==> src/rtl/cartridge_bank_controller_five_top_macros.svh <==
// assertion macros for the cartridge bank controller
// expects i_clk and i_rst_n in the scope where a macro is used
`ifndef CARTRIDGE_BANK_CONTROLLER_FIVE_TOP_MACROS_SVH
`define CARTRIDGE_BANK_CONTROLLER_FIVE_TOP_MACROS_SVH
`ifndef SYNTHESIS
`define CBC5_ASSERT(lbl, prop, msg) \
    lbl: assert property (@(posedge i_clk) disable iff (!i_rst_n) (prop)) else $error(msg);
`define CBC5_ASSERT_ALWAYS(lbl, prop, msg) \
    lbl: assert property (@(posedge i_clk) (prop)) else $error(msg);
`else
`define CBC5_ASSERT(lbl, prop, msg)
`define CBC5_ASSERT_ALWAYS(lbl, prop, msg)
`endif
`endif

==> src/rtl/cbc5_pkg.sv <==
// shared types, widths and codes of the cartridge bank controller
// no dependencies
`timescale 1ns / 1ps

package cbc5_pkg;

    localparam int RAM_BANKS      = 16;
    localparam int RAM_BANK_BYTES = 8192;
    localparam int RAM_DEPTH      = RAM_BANKS * RAM_BANK_BYTES;
    localparam int RAM_AW         = $clog2(RAM_DEPTH);
    localparam int BANK_OFS_W     = $clog2(RAM_BANK_BYTES);
    localparam int ROM_WIN_SHIFT  = 14;

    localparam int KIND_W     = 2;
    localparam int ADDR_W     = 16;
    localparam int BYTE_W     = 8;
    localparam int ROM_BANK_W = 9;
    localparam int RAM_BANK_W = $clog2(RAM_BANKS);
    localparam int ROM_CNT_W  = 10;
    localparam int RAM_CNT_W  = 5;
    localparam int ROM_OFS_W  = 23;
    localparam int RAM_OFS_W  = 17;
    localparam int CFG_W      = 10;
    localparam int CFG_IDX_W  = 1;
    localparam int STEP_W     = $clog2(ROM_BANK_W);
    localparam int Q_DEPTH    = 2;
    localparam int Q_PTR_W    = $clog2(Q_DEPTH);
    localparam int Q_CNT_W    = $clog2(Q_DEPTH + 1);

    // register indexes
    localparam logic [CFG_IDX_W-1:0] CFG_ROM_COUNT = 1'b0;
    localparam logic [CFG_IDX_W-1:0] CFG_RAM_COUNT = 1'b1;

    // bus access kinds
    localparam logic [KIND_W-1:0] KIND_CTRL = 2'd0;
    localparam logic [KIND_W-1:0] KIND_RD   = 2'd1;
    localparam logic [KIND_W-1:0] KIND_WR   = 2'd2;

    localparam logic [3:0]        RAM_ENA_KEY = 4'hA;
    localparam logic [BYTE_W-1:0] RD_DISABLED = 8'hFF;

    typedef logic [2:0] t_opcode;
    localparam t_opcode OP_ENABLE   = 3'd0;
    localparam t_opcode OP_ROM_LO   = 3'd1;
    localparam t_opcode OP_ROM_HI   = 3'd2;
    localparam t_opcode OP_RAM_BANK = 3'd3;
    localparam t_opcode OP_READ     = 3'd4;
    localparam t_opcode OP_WRITE    = 3'd5;
    localparam t_opcode OP_NONE     = 3'd6;

    typedef struct packed {
        t_opcode                 op;
        logic [BANK_OFS_W-1:0]   ofs;
        logic [BYTE_W-1:0]       value;
    } t_op;

    typedef struct packed {
        logic               empty;
        logic               full;
        logic [Q_CNT_W-1:0] count;
    } t_q_stat;

    typedef struct packed {
        logic                  start;
        logic [ROM_BANK_W-1:0] rom_sel;
        logic [ROM_CNT_W-1:0]  rom_div;
        logic [RAM_BANK_W-1:0] ram_sel;
        logic [RAM_CNT_W-1:0]  ram_div;
    } t_rem_req;

    typedef struct packed {
        logic                  done;
        logic [ROM_BANK_W-1:0] rom_rem;
        logic [RAM_BANK_W-1:0] ram_rem;
    } t_rem_rsp;

endpackage

==> src/rtl/cbc5_rem.sv <==
// bit-serial remainder unit for the rom and ram bank windows
// depends on cbc5_pkg
`timescale 1ns / 1ps

module cbc5_rem (
    input  logic                i_clk,
    input  logic                i_rst_n,
    input  cbc5_pkg::t_rem_req  i_req,
    output cbc5_pkg::t_rem_rsp  o_rsp
);
    import cbc5_pkg::*;

    logic                  r_busy;
    logic                  r_done;
    logic [STEP_W-1:0]     r_step;
    logic [ROM_BANK_W-1:0] r_rom_q;
    logic [ROM_BANK_W-1:0] r_rom_r;
    logic [ROM_CNT_W-1:0]  r_rom_d;
    logic [ROM_BANK_W-1:0] r_ram_q;
    logic [RAM_BANK_W-1:0] r_ram_r;
    logic [RAM_CNT_W-1:0]  r_ram_d;

    logic [ROM_BANK_W:0]   w_rom_t;
    logic [ROM_BANK_W-1:0] w_rom_n;
    logic [RAM_BANK_W:0]   w_ram_t;
    logic [RAM_BANK_W-1:0] w_ram_n;

    // one restoring step per cycle on each lane while busy
    always_comb begin
        w_rom_t = {r_rom_r, r_rom_q[ROM_BANK_W-1]};
        w_ram_t = {r_ram_r, r_ram_q[ROM_BANK_W-1]};
        if (w_rom_t >= r_rom_d) begin
            w_rom_n = ROM_BANK_W'(w_rom_t - r_rom_d);
        end else begin
            w_rom_n = w_rom_t[ROM_BANK_W-1:0];
        end
        if (w_ram_t >= r_ram_d) begin
            w_ram_n = RAM_BANK_W'(w_ram_t - r_ram_d);
        end else begin
            w_ram_n = w_ram_t[RAM_BANK_W-1:0];
        end
    end

    always_ff @(posedge i_clk) begin
        if (!i_rst_n) begin
            r_busy <= 1'b0;
            r_done <= 1'b0;
            r_step <= '0;
        end else if (i_req.start) begin
            r_busy <= 1'b1;
            r_done <= 1'b0;
            r_step <= '0;
        end else if (r_busy) begin
            r_step <= r_step + 1'b1;
            if (r_step == STEP_W'(ROM_BANK_W - 1)) begin
                r_busy <= 1'b0;
                r_done <= 1'b1;
            end
        end else begin
            r_done <= 1'b0;
        end
    end

    always_ff @(posedge i_clk) begin
        if (i_req.start) begin
            r_rom_q <= i_req.rom_sel;
            r_rom_r <= '0;
            r_rom_d <= i_req.rom_div;
            r_ram_q <= {{(ROM_BANK_W-RAM_BANK_W){1'b0}}, i_req.ram_sel};
            r_ram_r <= '0;
            r_ram_d <= i_req.ram_div;
        end else if (r_busy) begin
            r_rom_q <= {r_rom_q[ROM_BANK_W-2:0], 1'b0};
            r_rom_r <= w_rom_n;
            r_ram_q <= {r_ram_q[ROM_BANK_W-2:0], 1'b0};
            r_ram_r <= w_ram_n;
        end
    end

    assign o_rsp.done    = r_done;
    assign o_rsp.rom_rem = r_rom_r;
    assign o_rsp.ram_rem = r_ram_r;

endmodule

==> config.mk <==
export PLATFORM = sky130hd
export DESIGN_NAME = cbc5_rem
export DESIGN_NICKNAME = d
export VERILOG_FILES = /design/src/rtl/cartridge_bank_controller_five_top_macros.svh /design/src/rtl/cbc5_pkg.sv /design/src/rtl/cbc5_rem.sv
export SDC_FILE = /design/constraint.sdc
export NUM_CORES = 1
export LEC_CHECK = 0
export BUFFER_PORTS_ARGS = -buffer_cell sky130_fd_sc_hd__buf_2
export CAP_MARGIN = 20
export CORE_MARGIN = 3
export CORE_UTILIZATION = 51
export DETAILED_ROUTE_END_ITERATION = 10
export PLACE_DENSITY_LB_ADDON = 0.12
export SYNTH_ARGS = -nofsm -noshare
export SYNTH_HDL_FRONTEND = slang
export SYNTH_SLANG_ARGS = --single-unit
==> constraint.sdc <==
create_clock -name i_clk -period 2.1 [get_ports i_clk]
set_input_delay 0.42 -clock i_clk [delete_from_list [all_inputs] [get_ports i_clk]]
set_output_delay 0.42 -clock i_clk [all_outputs]
set_load 0.1 [all_outputs]
==> results.yml <==
placed_design:
  dp_slack_ns: -0.112
  hpwl_mm: 3.40
  port-buffer-count: 44
  place_congestion: 0.809
  dpl_cell_area_um2: 3050
route:
  detail_route.wl_per_cell_um: 13.3
  first_pass_iters: 4
  ant_nets: 0
  drcViolationCount: 0
  viasPerCell: 5.12
  wl_mm: 4.79
  drt_iter0_drc: 70
  vias: 1848
final_layout:
  n_antenna_cell: 0
  final_layout_size_suffix_gt1_share_pct: 37.1
  area_growth_syn_to_layout_pct: 18.2
  nets: 343
  stdcell_area_um2: 3200
  final_core_util_pct: 65.2
timing:
  worst_pin_slew_ns: 0.538
  finalSetupViolCount: 8
  tns_ns: -0.561
  final.setup.worst_slack_ns: -0.115
  hold_viol: 0
  finClkSkew_ns: 0.00383
  fin_hold_ws_ns: 0.281
  relSlewSlack_pct: 64.1
  period_share_pct: 105
  finalMaxSlewViolations: 0
  rsz0062_at_grt: "yes"
  fin_crit_ns: 2.21
  fmax_ghz: 0.452
logic_synthesis:
  yosysWarningCount: 0
  seq_area_frac_synth_pct: 48.8
  synth.distinct_cells: 49
  syn-num-nets: 289
  synth_area_leaders: "edfxtp_1 31%, dfxtp_1 18%, ha_1 7.9%"
  synth_top_area_cell: "edfxtp_1"
  syn_avg_cell_area_um2: 11.3
  synth-edff-count: 28
  synthCells: 239
  yosysMostFrequentCell: "edfxtp_1"
  synth-main-ff-cell: "edfxtp_1"
  synth_common_cells: "28 x edfxtp_1, 24 x dfxtp_1, 22 x inv_1"
  async_flop_share_pct: 0
  ys_ff_latch: 52
  synth_area_um2: 2710
  yosysTopAreaCellShare_pct: 31.1
critical_path:
  cp_cell_sequence: "inv_2, ha_4, inv_2, fa_2, a21o_1, o211ai_1, and3b_4, mux2_4, a211oi_2"
  cpMaxStageDelayCell: "edfxtp_1"
  worstSetupEndpointType: "register"
  reg2regPathDepth: 9
  regToRegEndpoint: "r_rom_r[0]"
  cp_common_cell: "inv_2"
  r2r_slack_ns: -0.11
  arrival_ns: 2.44
  r2r-start: "r_rom_q[8]"
  cp_max_fo: 3
  startpoint_type: "register"
  cpPeakStageDelay_ns: 0.39
  criticalPathCategory: "reg -> reg"
  required_ns: 2.33
global_route:
  grt_max_degree: 29
  grtUsageTotal_pct: 16.0
  grt_pass1_wl_mm: 7.70
  antenna_found_initial: 0
  grt_pass1_vias: 1652
  grt.overflow.total: 0
floorplanning:
  fp.coreArea_um2: 4910
  dieArea_um2: 6220
  start_util_pct: 55.1
  num_rows: 25
  die_h_um: 78.9
  fp.dieW_um: 78.9
  ios: 45
power_and_ir_drop:
  peakVddDrop_v: 0.000410
  internal-power_w: 0.00167
  leakagePower_nw: 1.38
  power_frac_seq_pct: 49.7
  pwr-share-comb_pct: 25.8
  p_switching_w: 0.000736
  power.density_nw_per_um2: 752
  clkPwrFrac_pct: 24.6
  switching_share_pct: 30.6
worst_hold_path:
  hold_path_end: "r_rom_d[9]"
  hp-start: "i_req[18]"
  hold_depth: 1
  holdCritPathClass: "in -> reg"
clocking:
  cts.clk_slew.worst_paths_ns: 0.09
  clockBufferDepth: 2
  clkLatencyLatePin_ns: 0.31
  h-tree-depth: 2
  cts_made_buffers: 5
  cts_hold_buf: 0
  cts_sinks: 52
  cts_tree: "done"
  cts-root-buf: "clkbuf_8"
run:
  cap_violations: 0
outcome:
  status: "complete, but fails checks"
  violations: "negative setup slack"
layout by cell type, fill, tap and decap left out, types with 4 or more instances in the layout:
master,n
o21ai_0,5
xnor2_1,6
a211oi_1,5
mux2i_1,11
nor2_1,20
nand2b_1,6
dfxtp_2,4
mux2_2,13
buf_2,44
dfxtp_1,11
a21oi_1,8
inv_1,20
ha_1,16
nand2_1,6
dfxtp_4,9
edfxtp_1,28
nand3_1,4
buf_4,11
clkbuf_8,6
stage by stage:
step / cells / power [W]
6_report: 361 / 0.00241
5_1_grt: 361 / 0.00254
4_1_cts: 360 / 0.00241
3_5_place_dp: 351 / 0.00180
3_3_place_gp: 351 / 0.00179
2_1_floorplan: 239 / 0.00167
cells by family (layout without fill, tap and decap cells):
group / after synthesis / after routing / share of synthesized area, %
compound gates: 41 / 41 / 10.2
xor+xnor: 9 / 9 / 2.91
fa+ha+maj: 19 / 19 / 9.33
buf+inv: 32 / 87 / 6.38
flops: 52 / 52 / 48.8
mux: 26 / 26 / 10.3
simple gates: 60 / 60 / 12.1
timing repair:
action | 4_1_cts | 5_1_grt
resized for setup | 3 | 11
pin swaps | 0 | 9
setup buffers | 1 | 1
setup endpoints to repair | 8 | 9
final cells by class:
cell class / instances / area [um2]
clock buffer: 7 / 86.3
tap: 67 / 83.8
fill: 395 / 1710
clock inverter: 1 / 6.26
timing repair buffer: 57 / 325
multi-input combinational: 155 / 1260
inverter: 22 / 82.6
sequential: 52 / 1360
critical path, delay by kind of cell (launching register included):
family                     cells  cell delay (ns)
AOI/OAI and AO/OA              3             0.58
adders and majority gates      2             0.48
buffers and inverters          2             0.12
DFF                            1             0.39
muxes                          1             0.31
and+or+nand+nor                1             0.25
worst max-delay path by stage:
stage / to / slack [ns] / depth (start not counted) / start
after floorplan: r_rom_r[0] / 0.003 / 9 / r_rom_q[8]
after global placement: r_rom_r[0] / -0.03 / 9 / r_rom_q[8]
after detailed placement: r_rom_r[0] / -0.11 / 9 / r_rom_q[8]
after CTS: r_rom_r[0] / -0.11 / 9 / r_rom_q[8]
after global routing: r_rom_r[0] / -0.16 / 9 / r_rom_q[8]
final: r_rom_r[0] / -0.11 / 9 / r_rom_q[8]
state kept, by name, indices dropped and copies added (netlist names):
register  flops
r_rom_d      10
r_done        1
r_ram_d       5
r_rom_q       9
r_rom_r       9
r_ram_q       9
r_ram_r       4
r_step        4
r_busy        1
power by group through the flow:
stage                     combinational (W)  clock [W]  sequential, W
after floorplan                    0.000325          0        0.00134
after global placement             0.000575          0        0.00122
after detailed placement           0.000585          0        0.00122
after CTS                          0.000599   0.000617        0.00120
after global routing               0.000673   0.000656        0.00121
final                              0.000621   0.000591        0.00120
metal layers:
metal	GRT usage [%]	vias up	wire length [um]	share of wire (%)
met1	20.4	833	2270	47
met5	0	-	0	0
li1	-	968	-	-
met3	4.20	9	252	5.3
met2	25.1	38	2160	45
met4	7.73	0	107	2.2
(Power assumes the default switching activity.)
