--- config.mk ---
export PLATFORM = sky130hd
export DESIGN_NAME = cbc5_queue
export DESIGN_NICKNAME = d
export VERILOG_FILES = /design/src/rtl/cartridge_bank_controller_five_top_macros.svh /design/src/rtl/cbc5_pkg.sv /design/src/rtl/cbc5_queue.sv
export SDC_FILE = /design/constraint.sdc
export NUM_CORES = 1
export LEC_CHECK = 0
export BUFFER_PORTS_ARGS = -buffer_cell sky130_fd_sc_hd__buf_2
export CAP_MARGIN = 20
export CORE_UTILIZATION = 50
export CTS_CLUSTER_DIAMETER = 150
export CTS_CLUSTER_SIZE = 10
export DETAILED_ROUTE_END_ITERATION = 7
export PLACE_DENSITY_LB_ADDON = 0.15
export SLEW_MARGIN = 40
export SYNTH_ARGS = -nofsm -noshare
export SYNTH_HDL_FRONTEND = slang
export SYNTH_SLANG_ARGS = --single-unit
--- constraint.sdc ---
create_clock -name i_clk -period 2.5 [get_ports i_clk]
set_input_delay 0.375 -clock i_clk [delete_from_list [all_inputs] [get_ports i_clk]]
set_output_delay 0.375 -clock i_clk [all_outputs]
set_load 0.03 [all_outputs]
--- src/rtl/cartridge_bank_controller_five_top_macros.svh ---
// assertion macros for the cartridge bank controller
// expects i_clk and i_rst_n in the scope where a macro is used
`ifndef CARTRIDGE_BANK_CONTROLLER_FIVE_TOP_MACROS_SVH
`define CARTRIDGE_BANK_CONTROLLER_FIVE_TOP_MACROS_SVH
`ifndef SYNTHESIS
`define CBC5_ASSERT(lbl, prop, msg) \
    lbl: assert property (@(posedge i_clk) disable iff (!i_rst_n) (prop)) else $error(msg);
`define CBC5_ASSERT_ALWAYS(lbl, prop, msg) \
    lbl: assert property (@(posedge i_clk) (prop)) else $error(msg);
`else
`define CBC5_ASSERT(lbl, prop, msg)
`define CBC5_ASSERT_ALWAYS(lbl, prop, msg)
`endif
`endif

--- src/rtl/cbc5_pkg.sv ---
// shared types, widths and codes of the cartridge bank controller
// no dependencies
`timescale 1ns / 1ps

package cbc5_pkg;

    localparam int RAM_BANKS      = 16;
    localparam int RAM_BANK_BYTES = 8192;
    localparam int RAM_DEPTH      = RAM_BANKS * RAM_BANK_BYTES;
    localparam int RAM_AW         = $clog2(RAM_DEPTH);
    localparam int BANK_OFS_W     = $clog2(RAM_BANK_BYTES);
    localparam int ROM_WIN_SHIFT  = 14;

    localparam int KIND_W     = 2;
    localparam int ADDR_W     = 16;
    localparam int BYTE_W     = 8;
    localparam int ROM_BANK_W = 9;
    localparam int RAM_BANK_W = $clog2(RAM_BANKS);
    localparam int ROM_CNT_W  = 10;
    localparam int RAM_CNT_W  = 5;
    localparam int ROM_OFS_W  = 23;
    localparam int RAM_OFS_W  = 17;
    localparam int CFG_W      = 10;
    localparam int CFG_IDX_W  = 1;
    localparam int STEP_W     = $clog2(ROM_BANK_W);
    localparam int Q_DEPTH    = 2;
    localparam int Q_PTR_W    = $clog2(Q_DEPTH);
    localparam int Q_CNT_W    = $clog2(Q_DEPTH + 1);

    // register indexes
    localparam logic [CFG_IDX_W-1:0] CFG_ROM_COUNT = 1'b0;
    localparam logic [CFG_IDX_W-1:0] CFG_RAM_COUNT = 1'b1;

    // bus access kinds
    localparam logic [KIND_W-1:0] KIND_CTRL = 2'd0;
    localparam logic [KIND_W-1:0] KIND_RD   = 2'd1;
    localparam logic [KIND_W-1:0] KIND_WR   = 2'd2;

    localparam logic [3:0]        RAM_ENA_KEY = 4'hA;
    localparam logic [BYTE_W-1:0] RD_DISABLED = 8'hFF;

    typedef logic [2:0] t_opcode;
    localparam t_opcode OP_ENABLE   = 3'd0;
    localparam t_opcode OP_ROM_LO   = 3'd1;
    localparam t_opcode OP_ROM_HI   = 3'd2;
    localparam t_opcode OP_RAM_BANK = 3'd3;
    localparam t_opcode OP_READ     = 3'd4;
    localparam t_opcode OP_WRITE    = 3'd5;
    localparam t_opcode OP_NONE     = 3'd6;

    typedef struct packed {
        t_opcode                 op;
        logic [BANK_OFS_W-1:0]   ofs;
        logic [BYTE_W-1:0]       value;
    } t_op;

    typedef struct packed {
        logic               empty;
        logic               full;
        logic [Q_CNT_W-1:0] count;
    } t_q_stat;

    typedef struct packed {
        logic                  start;
        logic [ROM_BANK_W-1:0] rom_sel;
        logic [ROM_CNT_W-1:0]  rom_div;
        logic [RAM_BANK_W-1:0] ram_sel;
        logic [RAM_CNT_W-1:0]  ram_div;
    } t_rem_req;

    typedef struct packed {
        logic                  done;
        logic [ROM_BANK_W-1:0] rom_rem;
        logic [RAM_BANK_W-1:0] ram_rem;
    } t_rem_rsp;

endpackage

--- src/rtl/cbc5_queue.sv ---
// two-entry queue of decoded requests between front and back end
// depends on cbc5_pkg
`timescale 1ns / 1ps

module cbc5_queue (
    input  logic               i_clk,
    input  logic               i_rst_n,
    input  logic               i_push,
    input  cbc5_pkg::t_op      i_op,
    input  logic               i_pop,
    output cbc5_pkg::t_op      o_op,
    output cbc5_pkg::t_q_stat  o_stat
);
    import cbc5_pkg::*;

    t_op                r_mem [Q_DEPTH];
    logic [Q_PTR_W-1:0] r_wptr;
    logic [Q_PTR_W-1:0] r_rptr;
    logic [Q_CNT_W-1:0] r_count;

    always_ff @(posedge i_clk) begin
        if (!i_rst_n) begin
            r_wptr  <= '0;
            r_rptr  <= '0;
            r_count <= '0;
        end else begin
            if (i_push) begin
                r_wptr <= r_wptr + 1'b1;
            end
            if (i_pop) begin
                r_rptr <= r_rptr + 1'b1;
            end
            if (i_push && !i_pop) begin
                r_count <= r_count + 1'b1;
            end else if (!i_push && i_pop) begin
                r_count <= r_count - 1'b1;
            end
        end
    end

    always_ff @(posedge i_clk) begin
        if (i_push) begin
            r_mem[r_wptr] <= i_op;
        end
    end

    assign o_op         = r_mem[r_rptr];
    assign o_stat.empty = (r_count == '0);
    assign o_stat.full  = (r_count == Q_CNT_W'(Q_DEPTH));
    assign o_stat.count = r_count;

endmodule

==> flow_metrics.py, run 1 <==
metrics = {
    "status": {
        "outcome": "finished clean",
    },
    "critical_path": {
        "path_cells": "buf_4, mux2_2, buf_2",
        "end_kind": "output port",
        "worst_ep_arrival_time_ps": 1640,
        "rr_startpoint": "r_wptr",
        "reg2reg_slack_ps": 1370,
        "worstReg2RegEnd": "r_mem[1][8]",
        "required_ps": 2120,
        "cp_max_fo": 19,
        "crit_type": "reg -> out",
        "crit_buf_inv": 2,
        "start_kind": "flop",
        "max_stage_delay_ps": 460,
        "crit_family": "buffers and inverters",
        "worst-path-stages": 3,
        "ff2ff_path_depth": 2,
        "slowest_stage": "dfxtp_1",
    },
    "clock_tree": {
        "htreeDepth": 2,
        "post_cts_buffers": 0,
        "clock_sinks": 53,
        "clockBufferDepth": 2,
        "cts_tree": "done",
        "cts_buffers": 5,
        "ctsResizeCount": 0,
        "cts-root-buf": "clkbuf_8",
        "cts_hold_buffers": 0,
        "clk_pin_slew_ps": 90,
        "clk_latency_ps": 300,
    },
    "final_layout": {
        "multiInputGateArea_um2": 387.9,
        "layout-drive-gt1-share_pct": 56.88,
        "diodes": 0,
        "final_cells": 208,
        "seq_area_um2": 1541,
        "fillers": 300,
        "syn_to_final_growth_pct": 22.26,
        "finalInstanceArea_um2": 2385,
        "nets": 188,
    },
    "power_and_ir_drop": {
        "seqPwrFrac_pct": 57.7,
        "combPwrFrac_pct": 16.1,
        "swShare_pct": 24.77,
        "power.density_nw_per_um2": 753.9,
        "power_frac_clock_pct": 26.2,
        "ir_drop_uv": 446.5,
        "p_sw_mw": 0.4454,
        "p_total_mw": 1.798,
        "internal_power_mw": 1.353,
        "power.leakage_nw": 0.9189,
    },
    "routing": {
        "vias_per_cell": 4.808,
        "drc": 0,
        "dr.pass1.iters": 4,
        "wl_per_cell_um": 13.62,
        "ant_nets": 0,
        "route.vias.total": 1000,
        "drt_iter0_drc": 46,
        "routed_wl_mm": 2.833,
    },
    "sta": {
        "fin_setup_tns_ps": 0,
        "postLayoutSetupSlackWorst_ps": 488.8,
        "timing.fmax_mhz": 497.2,
        "fin_crit_sh_pct": 80.45,
        "fin_crit_ps": 2011,
        "rsz0062_at_grt": "no",
        "tightest_slew_ps": 331.4,
        "setup_viol": 0,
        "relSlewSlack_pct": 77.90,
        "skew_ps": 8.702,
        "drv_slew": 0,
        "hold_viol_final": 0,
    },
    "grt": {
        "grt_pass1_wl_mm": 4.595,
        "antenna_found_initial": 0,
        "grt_overflow": 0,
        "grt_pass1_vias": 1096,
        "grt_usage_pct": 15.40,
        "grt_max_degree": 26,
    },
    "yosys": {
        "synth_cell_types": 17,
        "yosysMostFrequentCell": "edfxtp_1",
        "synth_seq_area_share_pct": 79.03,
        "synthCells": 97,
        "synth-main-ff-cell": "edfxtp_1",
        "ys_top_cells_by_count": "edfxtp_1 (48), mux2_2 (24), dfxtp_1 (5), and2_1 (4)",
        "synth_area_leaders": "edfxtp_1 (74%), mux2_2 (14%), dfxtp_1 (5.1%)",
        "synth_edf_count": 48,
        "avgSynthCellArea_um2": 20.11,
        "yosysWarnings": 0,
        "yosys.area.top_type": "edfxtp_1",
        "synthArstFlopShare_pct": 0,
        "synth_fp_nets": 126,
        "synth-seq-cells": 53,
        "synth_top_area_share_pct": 73.89,
        "netlist_area_um2": 1951,
    },
    "die": {
        "io_pins": 56,
        "rows": 22,
        "die_h_um": 64.46,
        "core_um2": 3689,
        "dieWidth_um": 64.46,
        "start_util_pct": 52.88,
        "die-area_um2": 4155,
    },
    "worst_hold_path": {
        "whs_endpoint": "r_mem[0][21]",
        "hold_depth": 1,
        "min_from": "i_op[21]",
        "hold_path.class": "in -> reg",
    },
    "placement": {
        "dp.final_hpwl_mm": 1.979,
        "portBuffers": 55,
        "place_ws_ps": 789.5,
        "place_area_um2": 2291,
        "gp_congestion": 0.6018,
        "dp_cells": 200,
    },
    "flow_run": {
        "drv_cap": 0,
    },
}
==> cell families (layout without fill, tap and decap cells) <==
family                     Yosys count  in the layout  synth area share [%]
DFF                                 53             53                 79.03
and+or+nand+nor                      9              9                 2.886
AOI/OAI and AO/OA                    3              3                 1.026
adders and majority gates            1              1                0.6413
xor gates and xnor gates             3              3                 1.347
muxes                               24             24                 13.86
buffers and inverters                4             67                 1.218
==> registers in the layout (all words and copies together), names as in the netlist, named ones only <==
signal,cells
r_mem,48
r_count,2
r_rptr,1
r_wptr,1
==> placed cells by master, fill, tap and decap left out <==
| master | count |
|---|---|
| buf_4 | 3 |
| inv_1 | 1 |
| dfxtp_1 | 5 |
| o21ai_0 | 1 |
| clkbuf_8 | 6 |
| nor2_1 | 1 |
| nor2b_2 | 1 |
| mux2_2 | 24 |
| and2_1 | 4 |
| a21boi_1 | 1 |
| and2b_2 | 1 |
| clkinvlp_4 | 1 |
| or3_1 | 1 |
| xnor2_1 | 1 |
| xor2_1 | 2 |
| o21a_1 | 1 |
| buf_2 | 55 |
| nor2b_1 | 1 |
| ha_1 | 1 |
| edfxtp_1 | 48 |
| clkbuf_1 | 1 |
==> worst max-delay path by stage <==
stage / start / slack, ps / to
finish: flop / 490 / o_op[9]
global route: flop / 390 / o_op[9]
CTS: flop / 460 / o_op[9]
detailed placement: flop / 790 / o_op[9]
global placement: flop / 840 / o_op[23]
floorplan: i_push / 580 / r_mem[0][0]
==> stage by stage <==
stage                     hold WS (ps)  utilization, %
final                            259.1           64.65
after global routing             237.7           64.65
after global placement           487.4           62.11
after CTS                        250.1           64.65
after detailed placement         509.5           62.11
after floorplan                  473.9               -
==> layout make-up <==
type	count	share of cell area, %
sequential	53	64.64
multi-input combinational	40	16.26
timing repair buffer	58	12.49
clock buffer	7	3.620
tap	48	2.518
clock inverter	1	0.3148
inverter	1	0.1574
==> power groups by stage <==
stage / logic, mW / clock network (mW) / registers (mW)
2_1_floorplan: 0.199 / 0 / 1.06
3_3_place_gp: 0.288 / 0 / 1.06
3_5_place_dp: 0.294 / 0 / 1.06
4_1_cts: 0.295 / 0.492 / 1.04
5_1_grt: 0.310 / 0.520 / 1.04
6_report: 0.290 / 0.471 / 1.04
==> routing by layer <==
layer  part of all wire, %  up-vias  track usage [%]
li1                      -      490                -
met1                    37      474            16.50
met2                    56       30            27.76
met3                   4.9        6            3.697
met4                   1.5        0            8.333
met5                     0        -                0
(Power assumes the default switching activity.)
==> run 2, diff against run 1 <==
==> constraint.sdc (replaced) <==
create_clock -name i_clk -period 2 [get_ports i_clk]
set_input_delay 0.3 -clock i_clk [delete_from_list [all_inputs] [get_ports i_clk]]
set_output_delay 0.3 -clock i_clk [all_outputs]
set_load 0.03 [all_outputs]
==> flow_metrics.py, run 2 (synthesis gave the netlist of run 1 again) <==
metrics = {
    "flow_run": {
        "drv_cap": 0,
    },
    "die": {
        "rows": 22,
        "die_h_um": 64.46,
        "start_util_pct": 52.88,
        "core_um2": 3689,
        "die-area_um2": 4155,
        "io_pins": 56,
        "dieWidth_um": 64.46,
    },
    "clock_tree": {
        "cts-root-buf": "clkbuf_8",
        "clk_latency_ps": 290,
        "htreeDepth": 2,
        "cts_tree": "done",
        "ctsResizeCount": 0,
        "clock_sinks": 53,
        "cts_hold_buffers": 0,
        "post_cts_buffers": 0,
        "clk_pin_slew_ps": 90,
        "clockBufferDepth": 2,
        "cts_buffers": 5,
    },
    "sta": {
        "fin_crit_ps": 1826,
        "hold_viol_final": 0,
        "fin_crit_sh_pct": 91.30,
        "fin_setup_tns_ps": 0,
        "setup_viol": 0,
        "skew_ps": 5.763,
        "relSlewSlack_pct": 77.34,
        "drv_slew": 0,
        "rsz0062_at_grt": "no",
        "tightest_slew_ps": 339.9,
        "timing.fmax_mhz": 547.7,
    },
    "final_layout": {
        "reg_top3": "r_mem: 48 flops, r_count: 2 flops",
        "layout-drive-gt1-share_pct": 56.88,
        "layout_common_cells": "buf_2 (55), edfxtp_1 (48), mux2_2 (24)",
        "mostFrequentLayoutCell": "buf_2",
        "nets": 188,
        "syn_to_final_growth_pct": 22.32,
        "largest_register_ffs": 48,
        "final_util_pct": 64.69,
        "regMostFlops": "r_mem",
        "diodes": 0,
    },
    "worst_hold_path": {
        "hold_path.class": "in -> reg",
    },
    "grt": {
        "grt_usage_pct": 14.76,
        "grt_pass1_vias": 1049,
        "grt_pass1_wl_mm": 4.471,
        "grt_overflow": 0,
        "antenna_found_initial": 0,
        "grt_max_degree": 26,
    },
    "critical_path": {
        "end_kind": "output port",
        "cp_max_fo": 19,
        "slowest_stage": "dfxtp_1",
        "crit_type": "reg -> out",
        "worst_ep_arrival_time_ps": 1530,
        "path_cells": "buf_12, mux2_2, buf_2",
        "max_stage_delay_ps": 500,
        "required_ps": 1700,
        "start_kind": "flop",
    },
    "placement": {
        "gp_congestion": 0.5988,
        "dp.final_hpwl_mm": 1.952,
        "portBuffers": 55,
    },
    "power_and_ir_drop": {
        "ir_drop_uv": 644.7,
        "power.leakage_nw": 0.9230,
        "power.density_nw_per_um2": 923.9,
    },
    "routing": {
        "routed_wl_mm": 2.873,
        "dr.pass1.iters": 4,
        "route.vias.total": 1028,
        "ant_nets": 0,
        "wl_per_cell_um": 13.81,
        "vias_per_cell": 4.942,
        "drt_iter0_drc": 48,
        "drc": 0,
    },
    "status": {
        "outcome": "finished clean",
    },
}
[run 2: changes by cell type in the layout (fill, tap and decap cells not counted), sizes merged]
cell,delta
clkbuf,-1
clkinv,+2
clkinvlp,-1
[run 2: worst max-delay path: cells and delay by family, from the launching register on]
family | cells | cell delay [ps]
buffers and inverters | 2 | 390
muxes | 1 | 350
DFF | 1 | 500
[run 2: per-layer routing]
metal  vias up  routed length, µm  global-route usage, %
met4         0                 21                  6.111
met3         2                138                  3.873
met2        28               1603                  27.24
li1        488                  -                      -
met5         -                  0                      0
met1       510               1109                  15.83
[run 2: area by class of cell]
type / instances / area [µm²]
well taps: 48 / 60.06
fillers: 294 / 1303
flip-flops and latches: 53 / 1541
clock inverters: 2 / 10.01
repair buffers: 58 / 310.3
multi-input cells: 40 / 387.9
inverters: 1 / 3.754
clock buffers: 6 / 72.57
[run 2: through the flow]
step | setup WS [ps] | area (µm²) | hold WS [ps] | cells | power, mW
finish | 174.0 | 2386 | 198.0 | 208 | 2.205
global route | 102.9 | 2386 | 176.8 | 208 | 2.291
CTS | 156.6 | 2386 | 188.7 | 208 | 2.232
detailed placement | 482.7 | 2303 | 491.1 | 200 | 1.696
global placement | 499.3 | 2303 | 487.0 | 200 | 1.685
floorplan | 154.2 | 1951 | 398.9 | 97 | 1.576
[run 2: final timing paths]
check / from / endpoint / slack (ps) / cells past startpoint
worst max-delay path: flop / o_op[9] / 170 / 3
worst min-delay path: i_op[17] / r_mem[0][17] / 200 / 1
worst max register to register: r_wptr / r_mem[1][8] / 880 / 2
worst min register to register: r_count[1] / r_count[1] / 520 / 2
[run 2: power breakdown]
part / switching, mW / internal, mW / total, mW
clock: 0.296 / 0.243 / 0.539
sequential: 0.0249 / 1.27 / 1.30
combinational: 0.226 / 0.141 / 0.367
total: 0.547 / 1.66 / 2.20
