`src/rtl/cartridge_bank_controller_five_top_macros.svh`:
```
// assertion macros for the cartridge bank controller
// expects i_clk and i_rst_n in the scope where a macro is used
`ifndef CARTRIDGE_BANK_CONTROLLER_FIVE_TOP_MACROS_SVH
`define CARTRIDGE_BANK_CONTROLLER_FIVE_TOP_MACROS_SVH
`ifndef SYNTHESIS
`define CBC5_ASSERT(lbl, prop, msg) \
    lbl: assert property (@(posedge i_clk) disable iff (!i_rst_n) (prop)) else $error(msg);
`define CBC5_ASSERT_ALWAYS(lbl, prop, msg) \
    lbl: assert property (@(posedge i_clk) (prop)) else $error(msg);
`else
`define CBC5_ASSERT(lbl, prop, msg)
`define CBC5_ASSERT_ALWAYS(lbl, prop, msg)
`endif
`endif

```
`src/rtl/cbc5_pkg.sv`:
```
// shared types, widths and codes of the cartridge bank controller
// no dependencies
`timescale 1ns / 1ps

package cbc5_pkg;

    localparam int RAM_BANKS      = 16;
    localparam int RAM_BANK_BYTES = 8192;
    localparam int RAM_DEPTH      = RAM_BANKS * RAM_BANK_BYTES;
    localparam int RAM_AW         = $clog2(RAM_DEPTH);
    localparam int BANK_OFS_W     = $clog2(RAM_BANK_BYTES);
    localparam int ROM_WIN_SHIFT  = 14;

    localparam int KIND_W     = 2;
    localparam int ADDR_W     = 16;
    localparam int BYTE_W     = 8;
    localparam int ROM_BANK_W = 9;
    localparam int RAM_BANK_W = $clog2(RAM_BANKS);
    localparam int ROM_CNT_W  = 10;
    localparam int RAM_CNT_W  = 5;
    localparam int ROM_OFS_W  = 23;
    localparam int RAM_OFS_W  = 17;
    localparam int CFG_W      = 10;
    localparam int CFG_IDX_W  = 1;
    localparam int STEP_W     = $clog2(ROM_BANK_W);
    localparam int Q_DEPTH    = 2;
    localparam int Q_PTR_W    = $clog2(Q_DEPTH);
    localparam int Q_CNT_W    = $clog2(Q_DEPTH + 1);

    // register indexes
    localparam logic [CFG_IDX_W-1:0] CFG_ROM_COUNT = 1'b0;
    localparam logic [CFG_IDX_W-1:0] CFG_RAM_COUNT = 1'b1;

    // bus access kinds
    localparam logic [KIND_W-1:0] KIND_CTRL = 2'd0;
    localparam logic [KIND_W-1:0] KIND_RD   = 2'd1;
    localparam logic [KIND_W-1:0] KIND_WR   = 2'd2;

    localparam logic [3:0]        RAM_ENA_KEY = 4'hA;
    localparam logic [BYTE_W-1:0] RD_DISABLED = 8'hFF;

    typedef logic [2:0] t_opcode;
    localparam t_opcode OP_ENABLE   = 3'd0;
    localparam t_opcode OP_ROM_LO   = 3'd1;
    localparam t_opcode OP_ROM_HI   = 3'd2;
    localparam t_opcode OP_RAM_BANK = 3'd3;
    localparam t_opcode OP_READ     = 3'd4;
    localparam t_opcode OP_WRITE    = 3'd5;
    localparam t_opcode OP_NONE     = 3'd6;

    typedef struct packed {
        t_opcode                 op;
        logic [BANK_OFS_W-1:0]   ofs;
        logic [BYTE_W-1:0]       value;
    } t_op;

    typedef struct packed {
        logic               empty;
        logic               full;
        logic [Q_CNT_W-1:0] count;
    } t_q_stat;

    typedef struct packed {
        logic                  start;
        logic [ROM_BANK_W-1:0] rom_sel;
        logic [ROM_CNT_W-1:0]  rom_div;
        logic [RAM_BANK_W-1:0] ram_sel;
        logic [RAM_CNT_W-1:0]  ram_div;
    } t_rem_req;

    typedef struct packed {
        logic                  done;
        logic [ROM_BANK_W-1:0] rom_rem;
        logic [RAM_BANK_W-1:0] ram_rem;
    } t_rem_rsp;

endpackage

```
`src/rtl/cbc5_if.sv`:
```
// request and response channel interfaces
// depends on cbc5_pkg
`timescale 1ns / 1ps

interface cbc5_req_if;
    logic                         valid;
    logic                         ready;
    logic [cbc5_pkg::KIND_W-1:0]  kind;
    logic [cbc5_pkg::ADDR_W-1:0]  addr;
    logic [cbc5_pkg::BYTE_W-1:0]  value;

    modport source (output valid, kind, addr, value, input ready);
    modport sink   (input valid, kind, addr, value, output ready);
endinterface


```
`src/rtl/cbc5_front.sv`:
```
// front end: takes bus requests and decodes them into queue entries
// depends on cbc5_pkg, cbc5_if
`timescale 1ns / 1ps

module cbc5_front (
    cbc5_req_if.sink           i_req,
    input  cbc5_pkg::t_q_stat  i_q_stat,
    output logic               o_push,
    output cbc5_pkg::t_op      o_op
);
    import cbc5_pkg::*;

    t_opcode w_op;

    always_comb begin
        case (i_req.kind)
            KIND_CTRL: begin
                case (i_req.addr[14:12]) inside
                    [3'd0:3'd1]: w_op = OP_ENABLE;
                    3'd2:        w_op = OP_ROM_LO;
                    3'd3:        w_op = OP_ROM_HI;
                    [3'd4:3'd5]: w_op = OP_RAM_BANK;
                    default:     w_op = OP_NONE;
                endcase
            end
            KIND_RD: w_op = OP_READ;
            KIND_WR: w_op = OP_WRITE;
            default: w_op = OP_NONE;
        endcase
    end

    assign i_req.ready = !i_q_stat.full;
    assign o_push      = i_req.valid && !i_q_stat.full;
    assign o_op.op     = w_op;
    assign o_op.ofs    = i_req.addr[BANK_OFS_W-1:0];
    assign o_op.value  = i_req.value;

endmodule

```
`src/flat_wrapper.sv`:
```
// flat-port wrapper written by rule: the top's interface ports become plain ports
module cbc5_front_flat import cbc5_pkg::*;
  (i_q_stat, o_push, o_op, i_req_valid, i_req_kind, i_req_addr, i_req_value, i_req_ready);
  cbc5_req_if i_req_i ();
  input  cbc5_pkg::t_q_stat i_q_stat;
  output logic o_push;
  output cbc5_pkg::t_op o_op;
  input wire logic [$bits(i_req_i.valid)-1:0] i_req_valid;
  input wire logic [$bits(i_req_i.kind)-1:0] i_req_kind;
  input wire logic [$bits(i_req_i.addr)-1:0] i_req_addr;
  input wire logic [$bits(i_req_i.value)-1:0] i_req_value;
  output wire logic [$bits(i_req_i.ready)-1:0] i_req_ready;
  assign i_req_i.valid = i_req_valid;
  assign i_req_i.kind = i_req_kind;
  assign i_req_i.addr = i_req_addr;
  assign i_req_i.value = i_req_value;
  assign i_req_ready = i_req_i.ready;
  cbc5_front u_core (.i_req(i_req_i), .i_q_stat(i_q_stat), .o_push(o_push), .o_op(o_op));
endmodule
```
`config.mk`:
```
export PLATFORM = sky130hd
export DESIGN_NAME = cbc5_front_flat
export DESIGN_NICKNAME = d
export VERILOG_FILES = /design/src/rtl/cartridge_bank_controller_five_top_macros.svh /design/src/rtl/cbc5_pkg.sv /design/src/rtl/cbc5_if.sv /design/src/rtl/cbc5_front.sv /design/src/flat_wrapper.sv
export SDC_FILE = /design/constraint.sdc
export NUM_CORES = 1
export LEC_CHECK = 0
export BUFFER_PORTS_ARGS = -buffer_cell sky130_fd_sc_hd__buf_4
export CORE_AREA = 4 4 41 43
export DETAILED_ROUTE_END_ITERATION = 7
export DIE_AREA = 0 0 45 47
export GPL_TIMING_DRIVEN = 0
export PLACE_DENSITY_LB_ADDON = 0.1
export SETUP_SLACK_MARGIN = 0.5
export SLEW_MARGIN = 0
export SYNTH_ARGS = -nofsm -noshare
export SYNTH_HDL_FRONTEND = slang
export SYNTH_SLANG_ARGS = --single-unit
```
`constraint.sdc`:
```
create_clock -name vclk -period 1.9
set_clock_uncertainty 0.05 [all_clocks]
set_input_delay 0.38 -clock vclk [all_inputs]
set_output_delay 0.38 -clock vclk [all_outputs]
set_load 0.02 [all_outputs]
```
==> flow_metrics.py, run 1 <==
metrics = {
    "logic_synthesis": {
        "ys_warn_count": 0,
        "seq_area_frac_synth_pct": 0,
        "synth_top_area_cell": "buf_4",
        "syn_inst": 34,
        "syn_nets": 67,
        "netlist_area_um2": 259,
        "avgSynthCellArea_um2": 7.62,
        "synth_cell_types": 9,
        "synth.most_common_cell": "buf_4",
        "yosys.area.top_type_share_pct": 60.9,
        "synthTopCellsByArea": "buf_4, ha_1, mux2i_1",
        "yosys-top-cells-count": "buf_4, inv_1, ha_1, mux2i_1, nor2b_1",
    },
    "timing": {
        "drv_slew": 0,
        "min_period_ns": 1.57,
        "setup_ws_ns": 0.326,
        "fin_crit_sh_pct": 82.8,
        "fmax_ghz": 0.635,
        "finalSetupViolations": 0,
        "hold_viol": 0,
        "rsz0062_at_grt": "true",
        "tightest_slew_ns": 0.144,
        "fin_setup_tns_ns": 0,
        "max_slew_margin_pct": 90.2,
    },
    "floorplanning": {
        "start_util_pct": 19.9,
        "core-area_um2": 1300,
        "die_w_um": 45,
        "fp-row-count": 13,
        "ios": 57,
        "dieArea_um2": 2120,
        "die_h_um": 47,
    },
    "layout": {
        "design_area_um2": 624,
        "regArea_um2": 0,
        "final_nets": 105,
        "fillers": 141,
        "seq_cell_count": 0,
        "nClkBuffers": 0,
        "multi_input_comb_area_um2": 120,
        "area_growth_pct": 141,
        "drive_above_1_share_pct": 91.4,
        "num_antenna_cells": 0,
    },
    "setup_path": {
        "end_kind": "primary output",
        "crit_arrival_ns": 1.14,
        "critical_path_class": "input pin to primary output",
        "cp_max_fo": 3,
        "critPathRequiredTime_ns": 1.47,
        "worstSetupStartpointType": "input pin",
    },
    "min_path": {
        "holdCritPathClass": "input pin to primary output",
    },
    "grt": {
        "grt_pass1_vias": 352,
        "antenna_found_initial": 0,
        "globalRouteTotalUtil_pct": 7.48,
        "grt_pass1_wl_um": 1290,
        "grt_max_degree": 5,
        "grt_overflow": 0,
    },
    "clock_network": {
        "holdBufCountCts": 0,
    },
    "run_status": {
        "outcome": "completed",
    },
    "drt": {
        "viasPerCell": 3.94,
        "routed_wl_um": 869,
        "ant_nets": 0,
        "drcViolationCount": 0,
        "initialDrtViolationCount": 0,
        "first_pass_iters": 1,
        "wire_per_inst_um": 10.2,
        "via_count": 335,
    },
    "power_and_ir_drop": {
        "ir_worst_vdd_mv": 0.127,
        "cellPowerDensity_nw_per_um2": 286,
        "power_leakage_nw": 0.342,
    },
    "placed_design": {
        "place_ws_ns": 0.252,
        "dpl.hpwl_um": 799,
        "gp_congestion": 0.661,
        "placed_area_um2": 561,
        "io_buffers": 33,
    },
    "run": {
        "maxCapViolations": 0,
    },
}
==> path summary, 6_finish.rpt <==
check	startpoint	to	slack, ns	cells after the start
max	i_req_kind[0]	o_op[23]	0.33	5
min	i_req_addr[9]	o_op[17]	0.91	2
==> logic make-up (layout without fill, tap and decap cells) <==
kind of cell | Yosys count | after routing | synth area share, %
compound gates | 3 | 3 | 7.73
buf+inv | 24 | 60 | 65.2
simple gates | 3 | 3 | 9.66
mux | 2 | 2 | 7.73
fa+ha+maj | 2 | 2 | 9.66
==> layout by cell type (no fill, tap or decap), drive strengths merged <==
cell / n
a311o: 1
o21ai: 1
buf: 57
ha: 2
a21oi: 1
nor3b: 1
inv: 3
nor2b: 2
mux2i: 2
==> layout make-up <==
class	count	share of cell area (%)
inverter	3	4.21
timing repair buffer	36	48.3
multi-input combinational	10	19.2
buffer	21	25.3
tap	15	3.01
==> routing by layer <==
layer / up-vias / track usage [%] / share of wire, %
li1: 160 / - / -
met1: 134 / 7.66 / 29
met2: 41 / 15.3 / 44
met3: 0 / 2.68 / 27
met4: 0 / 0 / 0
met5: - / 0 / 0
==> worst max-delay path: stages <==
cell and delay, ns:
buf_8 0.10, inv_4 0.05, ha_4 0.19, a311o_1 0.28, buf_6 0.14
==> stage by stage <==
| stage | util (%) | instances | total power, mW | hold slack (ns) |
|---|---|---|---|---|
| after CTS | 46.9 | 84 | 0.178 | 0.909 |
| after floorplan | - | 34 | 0.0982 | 0.787 |
| after detailed placement | 43.1 | 82 | 0.166 | 0.909 |
| final | 48.0 | 85 | 0.179 | 0.908 |
| after global placement | 43.1 | 82 | 0.165 | 0.908 |
| after global routing | 48.0 | 85 | 0.190 | 0.910 |
==> report_power, final <==
part	switching, mW	internal (mW)
sequential	0	0
clock	0	0
combinational	0.0773	0.101
total	0.0773	0.101
==> what timing repair did <==
| item | 4_1_cts | 5_1_grt |
|---|---|---|
| setup endpoints to repair | 3 | 3 |
| resized for setup | 9 | 1 |
| setup buffers | 2 | 1 |
| pin swaps | 4 | 0 |
Power figures use the tool's default switching activity.
==> run 2, diff against run 1 <==
clock period = 1.6 ns   (was 1.9 ns; I/O delays follow)
==> flow_metrics.py, run 2 (synthesis results as in run 1) <==
metrics = {
    "run_status": {
        "outcome": "completed",
    },
    "layout": {
        "mostFrequentLayoutCells": "buf_4, buf_6, nor2b_1, mux2i_2, buf_8",
        "final_cells": 84,
        "seq_cell_count": 0,
        "num_antenna_cells": 0,
        "multi_input_comb_area_um2": 120,
        "nClkBuffers": 0,
        "area_growth_pct": 143,
        "drive_above_1_share_pct": 91.3,
        "mostFrequentLayoutCell": "buf_4",
        "final_nets": 104,
        "regArea_um2": 0,
        "fillers": 128,
    },
    "setup_path": {
        "end_kind": "primary output",
        "cp_max_fo": 3,
        "crit_arrival_ns": 1.09,
        "critPathRequiredTime_ns": 1.23,
        "critical_path_class": "input pin to primary output",
        "worstSetupStartpointType": "input pin",
        "crit_start": "i_req_kind[0]",
    },
    "drt": {
        "met3_wirelength_um": 279,
        "wl_met1_um": 210,
        "wire_per_inst_um": 10.4,
        "initialDrtViolationCount": 0,
        "wl_met2_um": 386,
        "first_pass_iters": 1,
        "viasPerCell": 3.86,
        "dr.max_layer_used": "met3",
        "ant_nets": 0,
        "drcViolationCount": 0,
        "via_count": 324,
        "routed_wl_um": 876,
    },
    "clock_network": {
        "holdBufCountCts": 0,
    },
    "grt": {
        "grt_max_degree": 5,
        "grt_pass1_wl_um": 1230,
        "grt_overflow": 0,
        "globalRouteTotalUtil_pct": 7.40,
        "antenna_found_initial": 0,
        "grt_pass1_vias": 313,
    },
    "timing": {
        "min_period_ns": 1.46,
        "whs_ns": 0.787,
        "fmax_ghz": 0.687,
        "max_slew_margin_pct": 90.2,
        "tightest_slew_ns": 0.144,
        "fin_setup_tns_ns": 0,
        "rsz0062_at_grt": "true",
        "drv_slew": 0,
        "hold_viol": 0,
        "setup_ws_ns": 0.145,
        "fin_crit_sh_pct": 91.0,
        "finalSetupViolations": 0,
    },
    "floorplanning": {
        "die_h_um": 47,
        "core-area_um2": 1300,
        "start_util_pct": 19.9,
        "die_w_um": 45,
        "fp-row-count": 13,
        "ios": 57,
        "dieArea_um2": 2120,
    },
    "placed_design": {
        "place_ws_ns": 0.0749,
        "gp_congestion": 0.661,
        "io_buffers": 33,
        "dpl.hpwl_um": 777,
        "place_inst": 82,
    },
    "power_and_ir_drop": {
        "power_leakage_nw": 0.341,
        "p_total_uw": 214,
        "cellPowerDensity_nw_per_um2": 341,
        "ir_worst_vdd_mv": 0.145,
    },
    "min_path": {
        "min_from": "i_req_addr[1]",
        "holdCritPathClass": "input pin to primary output",
    },
    "run": {
        "maxCapViolations": 0,
    },
}
-- run 2: cell types whose count changed in the layout (fill, tap and decap cells not counted), sizes merged --
cell,delta
buf,-1
-- run 2: cell type report --
class | instances | share of cell area [%]
inverter | 3 | 4.18
multi-input combinational | 10 | 19.1
timing repair buffer | 35 | 48.6
tap | 15 | 2.99
buffer | 21 | 25.1
-- run 2: timing repair --
item,4_1_cts,5_1_grt
pin swaps,4,2
setup buffers,1,1
endpoints found under the setup margin,3,4
resized for setup,8,5
-- run 2: per-stage QoR --
step,utilization [%],instance area (um^2)
global placement,43.1,561
global route,48.3,628
floorplan,-,294
detailed placement,43.1,561
finish,48.3,628
CTS,46.1,599
-- run 2: layer usage --
layer / global-route usage, % / vias to the layer above
li1: - / 157
met2: 15.0 / 42
met1: 7.66 / 125
met3: 2.68 / 0
met4: 0 / 0
met5: 0 / -
-- run 2: power breakdown --
group          leakage [nW]  internal [mW]  switching, mW
logic                 0.341          0.122         0.0926
registers                 0              0              0
clock network             0              0              0
-- run 2: worst max-delay path, stage by stage --
cell,delay [ns]
buf_8,0.10
inv_4,0.05
ha_4,0.20
a311o_1,0.28
buf_6,0.14
-- run 2: final timing paths --
check       end  slack [ns]  cells past startpoint
max    o_op[23]        0.14                      5
min     o_op[9]        0.79                      2
==> run 3, diff against run 2 <==
SETUP_SLACK_MARGIN = 0.02   (was 0.5)
==> flow_metrics.py, run 3 (synthesis results as in run 1) <==
metrics = {
    "run_status": {
        "outcome": "completed",
    },
    "layout": {
        "num_antenna_cells": 0,
        "area_growth_pct": 108,
        "seq_cell_count": 0,
        "mostFrequentLayoutCells": "buf_4, inv_2, nor2b_1, mux2i_1",
        "fillers": 138,
        "regArea_um2": 0,
        "final_nets": 102,
        "nClkBuffers": 0,
        "mostFrequentLayoutCell": "buf_4",
        "multi_input_comb_area_um2": 103,
        "final_cells": 82,
        "drive_above_1_share_pct": 86.6,
        "design_area_um2": 538,
    },
    "setup_path": {
        "crit_arrival_ns": 1.18,
        "cp_max_fo": 2,
        "end_kind": "primary output",
        "worstSetupStartpointType": "input pin",
        "critPathRequiredTime_ns": 1.23,
        "critical_path_class": "input pin to primary output",
    },
    "floorplanning": {
        "ios": 57,
        "dieArea_um2": 2120,
        "start_util_pct": 19.9,
        "core-area_um2": 1300,
        "die_w_um": 45,
        "fp-row-count": 13,
        "die_h_um": 47,
    },
    "timing": {
        "rsz0062_at_grt": "false",
        "drv_slew": 0,
        "finalSetupViolations": 0,
        "min_period_ns": 1.55,
        "tightest_slew_ns": 0.128,
        "fin_crit_sh_pct": 97.2,
        "max_slew_margin_pct": 91.2,
        "hold_viol": 0,
        "fmax_ghz": 0.643,
    },
    "clock_network": {
        "cts_setup_buffers": 0,
        "holdBufCountCts": 0,
    },
    "power_and_ir_drop": {
        "p_total_uw": 185,
        "ir_worst_vdd_mv": 0.147,
        "cellPowerDensity_nw_per_um2": 344,
        "power_leakage_nw": 0.310,
    },
    "grt": {
        "grt_pass1_wl_um": 1200,
        "grt_overflow": 0,
        "antenna_found_initial": 0,
        "globalRouteTotalUtil_pct": 6.92,
        "grt_max_degree": 5,
        "grt_pass1_vias": 285,
    },
    "min_path": {
        "holdCritPathClass": "input pin to primary output",
        "hold_end": "o_op[12]",
        "min_from": "i_req_addr[4]",
        "min_path_cells": 2,
    },
    "placed_design": {
        "dpl.hpwl_um": 737,
        "place_inst": 82,
        "io_buffers": 33,
        "gp_congestion": 0.671,
        "placed_area_um2": 526,
    },
    "drt": {
        "ant_nets": 0,
        "wire_per_inst_um": 9.43,
        "initialDrtViolationCount": 0,
        "via_count": 298,
        "viasPerCell": 3.63,
        "routed_wl_um": 773,
        "drcViolationCount": 0,
        "first_pass_iters": 1,
    },
    "run": {
        "maxCapViolations": 0,
    },
}
-- run 3: cell types whose count changed in the layout (fill, tap and decap cells not counted) --
cell	previous run	this run
buf_6	4	0
buf_12	1	0
buf_8	2	0
o21ai_1	0	1
o21ai_2	1	0
inv_2	0	2
mux2i_1	0	2
buf_4	49	54
inv_12	1	0
inv_4	1	0
mux2i_2	2	0
nor3b_2	0	1
nor3b_4	1	0
-- run 3: layout make-up --
type                       instances  share of cell area (%)
timing repair buffer              33                    46.0
buffer                            21                    29.3
multi-input combinational         10                    19.1
tap                               15                    3.49
inverter                           3                    2.09
-- run 3: repair_timing --
action,CTS,global route
hold endpoints to repair,0,0
resized for setup,3,0
setup endpoints to repair,1,0
-- run 3: how the worst max path moves through the flow --
stage                              from       end  slack [ns]  cells past startpoint
after floorplan           i_req_kind[1]  o_op[23]        0.19                      3
after global placement    i_req_kind[1]  o_op[23]      -0.008                      5
after detailed placement  i_req_kind[1]  o_op[23]       -0.01                      5
after CTS                 i_req_kind[1]  o_op[23]        0.05                      5
after global routing      i_req_kind[1]  o_op[23]        0.02                      5
final                     i_req_kind[1]  o_op[23]        0.05                      5
-- run 3: report_power, final --
group | internal (mW) | switching [mW] | leakage, nW
clock network | 0 | 0 | 0
logic | 0.101 | 0.0840 | 0.310
registers | 0 | 0 | 0
total | 0.101 | 0.0840 | 0.310
-- run 3: per-stage QoR --
stage	setup WS [ns]	util, %	setup TNS [ns]	hold slack (ns)
after detailed placement	-0.0109	40.4	-0.0109	0.788
after global routing	0.0230	41.3	0	0.792
after CTS	0.0491	41.3	0	0.788
after global placement	-0.00846	40.4	-0.00846	0.788
final	0.0451	41.3	0	0.787
after floorplan	0.193	-	0	0.667
-- run 3: worst max-delay path, stage by stage --
cell and delay (ns):
buf_4 0.12, inv_2 0.07, ha_4 0.20, a311o_1 0.32, buf_4 0.16
-- run 3: metal layers --
layer,wire length [um],up-vias,global-route usage (%)
li1,-,153,-
met1,220,123,8.76
met2,428,22,12.7
met3,125,0,1.53
met4,0,0,0
met5,0,-,0
